File: config.mk
export PLATFORM = sky130hd
export DESIGN_NAME = dhfk_ctrl
export DESIGN_NICKNAME = d
export VERILOG_FILES = /design/src/sv/dhfk_pkg.sv /design/src/sv/dhfk_ctrl.sv
export SDC_FILE = /design/constraint.sdc
export NUM_CORES = 1
export LEC_CHECK = 0
export ABC_AREA = 1
export BUFFER_PORTS_ARGS = -buffer_cell sky130_fd_sc_hd__buf_2
export CAP_MARGIN = 40
export CORE_AREA = 5 5 78 80
export CTS_CLUSTER_SIZE = 25
export DETAILED_ROUTE_END_ITERATION = 12
export DIE_AREA = 0 0 83 85
export PLACE_DENSITY = 0.46
export SETUP_SLACK_MARGIN = 0.05
export SLEW_MARGIN = 20
export SYNTH_ARGS = -nofsm -noshare
export SYNTH_HDL_FRONTEND = slang
export SYNTH_SLANG_ARGS = --single-unit
File: constraint.sdc
create_clock -name i_clk -period 2 [get_ports i_clk]
set_clock_uncertainty 0.1 [all_clocks]
set_input_delay 0.1 -clock i_clk [delete_from_list [all_inputs] [get_ports i_clk]]
set_output_delay 0.1 -clock i_clk [all_outputs]
set_load 0.02 [all_outputs]
File: src/sv/dhfk_pkg.sv
// ----------------------------------------------------------------------------
// dhfk_pkg
// Types, constants and helpers of the modified-DH forward kinematics chain.
// ----------------------------------------------------------------------------
package dhfk_pkg;

    localparam int CORDIC_STEPS_DEF = 16;
    localparam int CORDIC_MAX       = 30;
    localparam int CIW              = 5;

    localparam logic signed [31:0] CORDIC_GAIN = 32'sd326016437;
    localparam logic signed [30:0] ONE_Q29     = 31'sd536870912;

    // operand a select
    localparam logic [3:0] A_ROT0 = 4'd0;
    localparam logic [3:0] A_CA   = 4'd9;
    localparam logic [3:0] A_SA   = 4'd10;
    localparam logic [3:0] A_ST   = 4'd11;
    localparam logic [3:0] A_CT   = 4'd12;

    // operand b select
    localparam logic [3:0] B_LR0 = 4'd0;
    localparam logic [3:0] B_LT0 = 4'd9;
    localparam logic [3:0] B_D   = 4'd12;
    localparam logic [3:0] B_CA  = 4'd13;
    localparam logic [3:0] B_SA  = 4'd14;

    // accumulate destinations
    localparam logic [4:0] D_LR3 = 5'd0;
    localparam logic [4:0] D_LR4 = 5'd1;
    localparam logic [4:0] D_LR6 = 5'd2;
    localparam logic [4:0] D_LR7 = 5'd3;
    localparam logic [4:0] D_LT1 = 5'd4;
    localparam logic [4:0] D_LT2 = 5'd5;
    localparam logic [4:0] D_TR0 = 5'd6;
    localparam logic [4:0] D_NR0 = 5'd9;

    typedef enum logic [2:0] {
        ST_IDLE,
        ST_CORDIC,
        ST_FLIP,
        ST_LINK,
        ST_TRANS,
        ST_ROT,
        ST_DRAIN,
        ST_COMMIT
    } t_state;

    typedef struct packed {
        logic           load;
        logic           cordic_step;
        logic [CIW-1:0] cordic_iter;
        logic           cordic_flip;
        logic           mac_valid;
        logic [3:0]     a_sel;
        logic [3:0]     b_sel;
        logic           neg;
        logic           first;
        logic           last;
        logic [4:0]     dst;
        logic           commit;
    } t_cmd;

    typedef struct packed {
        logic commit_ok;
    } t_stat;

    function automatic logic signed [31:0] atan_of(input logic [CIW-1:0] i);
        logic signed [31:0] v;
        case (i)
            5'd0:    v = 32'sd536870912;
            5'd1:    v = 32'sd316933406;
            5'd2:    v = 32'sd167458907;
            5'd3:    v = 32'sd85004756;
            5'd4:    v = 32'sd42667331;
            5'd5:    v = 32'sd21354465;
            5'd6:    v = 32'sd10680862;
            5'd7:    v = 32'sd5340245;
            5'd8:    v = 32'sd2670163;
            5'd9:    v = 32'sd1335087;
            5'd10:   v = 32'sd667544;
            5'd11:   v = 32'sd333772;
            5'd12:   v = 32'sd166886;
            5'd13:   v = 32'sd83443;
            5'd14:   v = 32'sd41722;
            5'd15:   v = 32'sd20861;
            5'd16:   v = 32'sd10430;
            5'd17:   v = 32'sd5215;
            5'd18:   v = 32'sd2608;
            5'd19:   v = 32'sd1304;
            5'd20:   v = 32'sd652;
            5'd21:   v = 32'sd326;
            5'd22:   v = 32'sd163;
            5'd23:   v = 32'sd81;
            5'd24:   v = 32'sd41;
            5'd25:   v = 32'sd20;
            5'd26:   v = 32'sd10;
            5'd27:   v = 32'sd5;
            5'd28:   v = 32'sd3;
            5'd29:   v = 32'sd1;
            default: v = 32'sd0;
        endcase
        return v;
    endfunction

    function automatic logic signed [31:0] sat32(input logic signed [39:0] v);
        logic signed [31:0] r;
        if (v > 40'sd2147483647) begin
            r = 32'sh7fffffff;
        end else if (v < -40'sd2147483648) begin
            r = 32'sh80000000;
        end else begin
            r = v[31:0];
        end
        return r;
    endfunction

    function automatic logic signed [30:0] sat31(input logic signed [39:0] v);
        logic signed [30:0] r;
        if (v > 40'sd1073741823) begin
            r = 31'sh3fffffff;
        end else if (v < -40'sd1073741824) begin
            r = 31'sh40000000;
        end else begin
            r = v[30:0];
        end
        return r;
    endfunction

endpackage

File: src/sv/dhfk_ctrl.sv
// ----------------------------------------------------------------------------
// dhfk_ctrl
// Sequencer: CORDIC iterations, then the multiply-accumulate schedule, commit.
// ----------------------------------------------------------------------------
module dhfk_ctrl #(
    parameter int CORDIC_STEPS = dhfk_pkg::CORDIC_STEPS_DEF
) (
    input  logic           i_clk,
    input  logic           i_rst_n,
    input  logic           i_in_valid,
    output logic           o_in_ready,
    input  dhfk_pkg::t_stat i_stat,
    output dhfk_pkg::t_cmd  o_cmd
);
    import dhfk_pkg::*;

    t_state         r_state, n_state;
    logic [CIW-1:0] r_cnt, n_cnt;
    logic [1:0]     r_i, n_i, r_j, n_j, r_k, n_k;

    always_ff @(posedge i_clk) begin
        if (!i_rst_n) begin
            r_state <= ST_IDLE;
            r_cnt   <= '0;
            r_i     <= '0;
            r_j     <= '0;
            r_k     <= '0;
        end else begin
            r_state <= n_state;
            r_cnt   <= n_cnt;
            r_i     <= n_i;
            r_j     <= n_j;
            r_k     <= n_k;
        end
    end

    always_comb begin
        n_state    = r_state;
        n_cnt      = r_cnt;
        n_i        = r_i;
        n_j        = r_j;
        n_k        = r_k;
        o_in_ready = 1'b0;
        o_cmd      = '0;
        o_cmd.cordic_iter = r_cnt;
        case (r_state)
            ST_IDLE: begin
                o_in_ready = 1'b1;
                if (i_in_valid) begin
                    o_cmd.load = 1'b1;
                    n_cnt      = '0;
                    n_state    = ST_CORDIC;
                end
            end
            ST_CORDIC: begin
                o_cmd.cordic_step = 1'b1;
                if (r_cnt == CIW'(CORDIC_STEPS - 1)) begin
                    n_state = ST_FLIP;
                end else begin
                    n_cnt = r_cnt + 1'b1;
                end
            end
            ST_FLIP: begin
                o_cmd.cordic_flip = 1'b1;
                n_cnt   = '0;
                n_state = ST_LINK;
            end
            ST_LINK: begin
                // single-product terms of the link transform
                o_cmd.mac_valid = 1'b1;
                o_cmd.first     = 1'b1;
                o_cmd.last      = 1'b1;
                case (r_cnt)
                    5'd0: begin
                        o_cmd.a_sel = A_ST; o_cmd.b_sel = B_CA; o_cmd.dst = D_LR3;
                    end
                    5'd1: begin
                        o_cmd.a_sel = A_CT; o_cmd.b_sel = B_CA; o_cmd.dst = D_LR4;
                    end
                    5'd2: begin
                        o_cmd.a_sel = A_ST; o_cmd.b_sel = B_SA; o_cmd.dst = D_LR6;
                    end
                    5'd3: begin
                        o_cmd.a_sel = A_CT; o_cmd.b_sel = B_SA; o_cmd.dst = D_LR7;
                    end
                    5'd4: begin
                        o_cmd.a_sel = A_SA; o_cmd.b_sel = B_D; o_cmd.dst = D_LT1;
                        o_cmd.neg   = 1'b1;
                    end
                    default: begin
                        o_cmd.a_sel = A_CA; o_cmd.b_sel = B_D; o_cmd.dst = D_LT2;
                    end
                endcase
                if (r_cnt == 5'd5) begin
                    n_i     = '0;
                    n_k     = '0;
                    n_state = ST_TRANS;
                end else begin
                    n_cnt = r_cnt + 1'b1;
                end
            end
            ST_TRANS: begin
                o_cmd.mac_valid = 1'b1;
                o_cmd.a_sel = A_ROT0 + {2'b00, r_i} * 4'd3 + {2'b00, r_k};
                o_cmd.b_sel = B_LT0 + {2'b00, r_k};
                o_cmd.first = (r_k == 2'd0);
                o_cmd.last  = (r_k == 2'd2);
                o_cmd.dst   = D_TR0 + {3'b000, r_i};
                if (r_k == 2'd2) begin
                    n_k = '0;
                    if (r_i == 2'd2) begin
                        n_i     = '0;
                        n_j     = '0;
                        n_state = ST_ROT;
                    end else begin
                        n_i = r_i + 1'b1;
                    end
                end else begin
                    n_k = r_k + 1'b1;
                end
            end
            ST_ROT: begin
                o_cmd.mac_valid = 1'b1;
                o_cmd.a_sel = A_ROT0 + {2'b00, r_i} * 4'd3 + {2'b00, r_k};
                o_cmd.b_sel = B_LR0 + {2'b00, r_k} * 4'd3 + {2'b00, r_j};
                o_cmd.first = (r_k == 2'd0);
                o_cmd.last  = (r_k == 2'd2);
                o_cmd.dst   = D_NR0 + {3'b000, r_i} * 5'd3 + {3'b000, r_j};
                if (r_k == 2'd2) begin
                    n_k = '0;
                    if (r_j == 2'd2) begin
                        n_j = '0;
                        if (r_i == 2'd2) begin
                            n_i     = '0;
                            n_state = ST_DRAIN;
                        end else begin
                            n_i = r_i + 1'b1;
                        end
                    end else begin
                        n_j = r_j + 1'b1;
                    end
                end else begin
                    n_k = r_k + 1'b1;
                end
            end
            ST_DRAIN: begin
                // last accumulate lands this cycle
                n_state = ST_COMMIT;
            end
            ST_COMMIT: begin
                if (i_stat.commit_ok) begin
                    o_cmd.commit = 1'b1;
                    n_state      = ST_IDLE;
                end
            end
            default: begin
                n_state = ST_IDLE;
            end
        endcase
    end

endmodule

==> flow_summary.ini <==
[worst_setup_path]
cp.required_ns = 1.80
path_max_fanout = 2
worst-r2r-cell-count = 8
cp.buffers_inverters = 3
critical_path.slowest_cell = fa_1
path_cells = fa_1 -> inv_1 -> fa_2 -> inv_2 -> fa_1 -> nand2_1 -> nand3_2 -> buf_6
critPathTopFamily = adder cells
critPathLaunchType = register
crit_top_cell = fa_1
critPathCaptureType = output port
critical_path.max_stage_delay_ns = 0.56
path_class = reg -> out
cp.depth = 8
arrival_ns = 2.25

[power]
combinationalPowerShare = 0.514
switching_share = 0.4570
vdd_drop_max_uv = 367.8
power_w = 0.001297
power.leakage_nw = 1.002
intPower_w = 0.0007044
switching_power_w = 0.0005928
power.share.clock = 0.196
p_seq_frac = 0.291
power.density_mw_per_mm2 = 620.1

[global_routing]
grt_pass1_vias = 1493
grt_usage = 0.1269
grt_overflow = 0
grt_max_degree = 13
antenna_found_initial = 0
grt_pass1_wl_mm = 7.355

[placed_design]
dpl_worst_slack_ns = -0.2218
place.gp.congestion = 0.8127
portBuffers = 30
dp_hpwl_mm = 3.534
placed_cell_area_sq_mm = 0.001883

[timing]
period_share = 1.227
tightest_slew_ns = 0.3719
relSlewSlack = 0.7510
fin_ws_ns = -0.4531
hold_viol = 0
rsz0062_at_grt = yes
period_needed_ns = 2.453
final-max-slew-violation-count = 0
fmax_mhz = 407.6
setup_viol = 8
fin_setup_tns_ns = -2.179

[clock_tree]
clock-root-buffer = clkbuf_8
cts.htree.levels = 1
numCtsBuffers = 3
hold_buffers = 0
cts_tree = built
clockBufferDepth = 2
path_clk_slew_ns = 0.06
clkSinkCount = 14
insertion_delay_ns = 0.25

[run_status]
failed_checks = setup timing
outcome = finished with violations

[floorplan]
initial_core_util = 0.2853
core_sq_mm = 0.005338
fp.dieW_um = 83
row_count = 27
die_area_sq_mm = 0.007055
die_height_um = 85
pin_count = 31

[logic_synthesis]
synth.ff_latch_count = 14
synth_async_sr_flop_share = 0
syn_inst = 219
seq_area_frac_synth = 0.1841
yosysTopAreaCell = dfxtp_1
synth_commonest_cells = nand2_1 (52), inv_1 (31), nand3_1 (23)
synth.net_count = 249
yosysMostFrequentCell = nand2_1
yosysWarningCount = 0
syn_area_per_cell_sq_um = 6.953
synthTopCellsByArea = dfxtp_1 (18%), ha_1 (16%), nand2_1 (13%), fa_1 (9.2%), inv_1 (7.6%)
netlist.area_leader.share = 0.1841
synth_cell_types = 30
syn_area_sq_mm = 0.001523
yosys_most_used_dff = dfxtp_1
synth_edf_count = 0

[layout]
fillers = 612
stdcell_area_sq_mm = 0.002092
multi_input_area_sq_mm = 0.001171
num_antenna_cells = 0
syn_to_final_growth_pct = 37.39
ff_latch_area_sq_um = 296.5
layout-drive-gt1-share = 0.3778
final_nets = 301

[route]
vias = 1521
drt-vias-per-instance = 4.447
route.detailed.drc = 0
dr.pass1.iters = 4
routedWlPerCell_um = 12.77
drtIter0Drc = 73
detail-route-antenna-nets = 0
wl_mm = 4.366

[worst_hold_path]
hp-class = in -> reg
hold_depth = 3

[run]
max_cap_viol_count = 0
-- sequential cells by signal (all words and copies together) (netlist names) --
register  flops
r_cnt         5
r_state       3
r_i           2
r_j           2
r_k           2
-- power by group through the flow --
stage,sequential (W),clock (W),combinational (W)
after detailed placement,0.000376,0,0.000629
final,0.000377,0.000254,0.000666
after CTS,0.000373,0.000270,0.000645
after floorplan,0.000347,0,0.000480
after global placement,0.000379,0,0.000631
after global routing,0.000386,0.000282,0.000739
-- cell type report --
type                            instances  share of cell area
Multi-Input combinational cell        167              0.5598
Timing Repair Buffer                   50              0.1699
Tap cell                               72             0.04306
Clock buffer                            4             0.02153
Sequential cell                        14              0.1417
Inverter                               35             0.06399
-- layout by cell type (no fill, tap or decap), types with 2 or more instances in the layout --
master	count
buf_2	20
o211ai_1	3
nor2_4	3
nor2_1	13
dfxtp_4	2
o21a_1	2
nand3_2	6
ha_4	2
fa_1	4
nand2_1	49
nand3_1	18
inv_2	5
nor3_1	2
clkbuf_8	3
buf_6	8
ha_1	15
inv_1	29
fa_2	3
dfxtp_2	7
nor2_2	6
buf_4	22
o21ai_0	5
ha_2	2
a21oi_2	2
dfxtp_1	5
a21oi_1	14
nand2_2	6
-- path summary, 6_finish.rpt --
check | from | to | slack [ns]
max reg2reg | r_k[0]$_SDFFE_PN0P_ | r_i[1]$_SDFFE_PN0P_ | 0.32
min reg2reg | r_cnt[1]$_SDFFE_PN0P_ | r_cnt[1]$_SDFFE_PN0P_ | 0.41
min | i_rst_n | r_state[1]$_SDFFE_PN0P_ | 0.05
max | r_i[0]$_SDFFE_PN0P_ | o_cmd[3] | -0.45
-- routing by layer --
layer	global-route usage	routed length, um
met1	0.1742	2116
met2	0.2048	2018
met3	0.02136	175
met4	0.03566	56
met5	0	0
-- cell families (layout without fill, tap and decap cells) --
| kind of cell | after synthesis | in the layout | share of synthesized area |
|---|---|---|---|
| compound gates | 33 | 33 | 0.1298 |
| xor+xnor | 1 | 1 | 0.005753 |
| fa+ha+maj | 26 | 26 | 0.2481 |
| buf+inv | 38 | 89 | 0.1052 |
| flops | 14 | 14 | 0.1841 |
| simple gates | 107 | 107 | 0.3270 |
-- worst min-delay path, delay by kind of cell --
| kind | cells | cell delay [ns] |
|---|---|---|
| buf+inv | 1 | 0.16 |
| simple gates | 2 | 0.11 |
-- stage by stage --
| step | utilization | cells | hold slack [ns] |
|---|---|---|---|
| 4_1_cts | 0.3837 | 342 | 0.04546 |
| 3_3_place_gp | 0.3528 | 335 | 0.3177 |
| 5_1_grt | 0.3919 | 342 | 0.05457 |
| 2_1_floorplan | - | 219 | 0.1110 |
| 6_report | 0.3919 | 342 | 0.05193 |
| 3_5_place_dp | 0.3528 | 335 | 0.3164 |
-- what timing repair did --
item,4_1_cts,5_1_grt
endpoints found under the setup margin,14,14
resized for setup,30,14
pin swaps,15,11
setup buffers,3,2
Note: power is estimated with default switching activity, not from simulation.
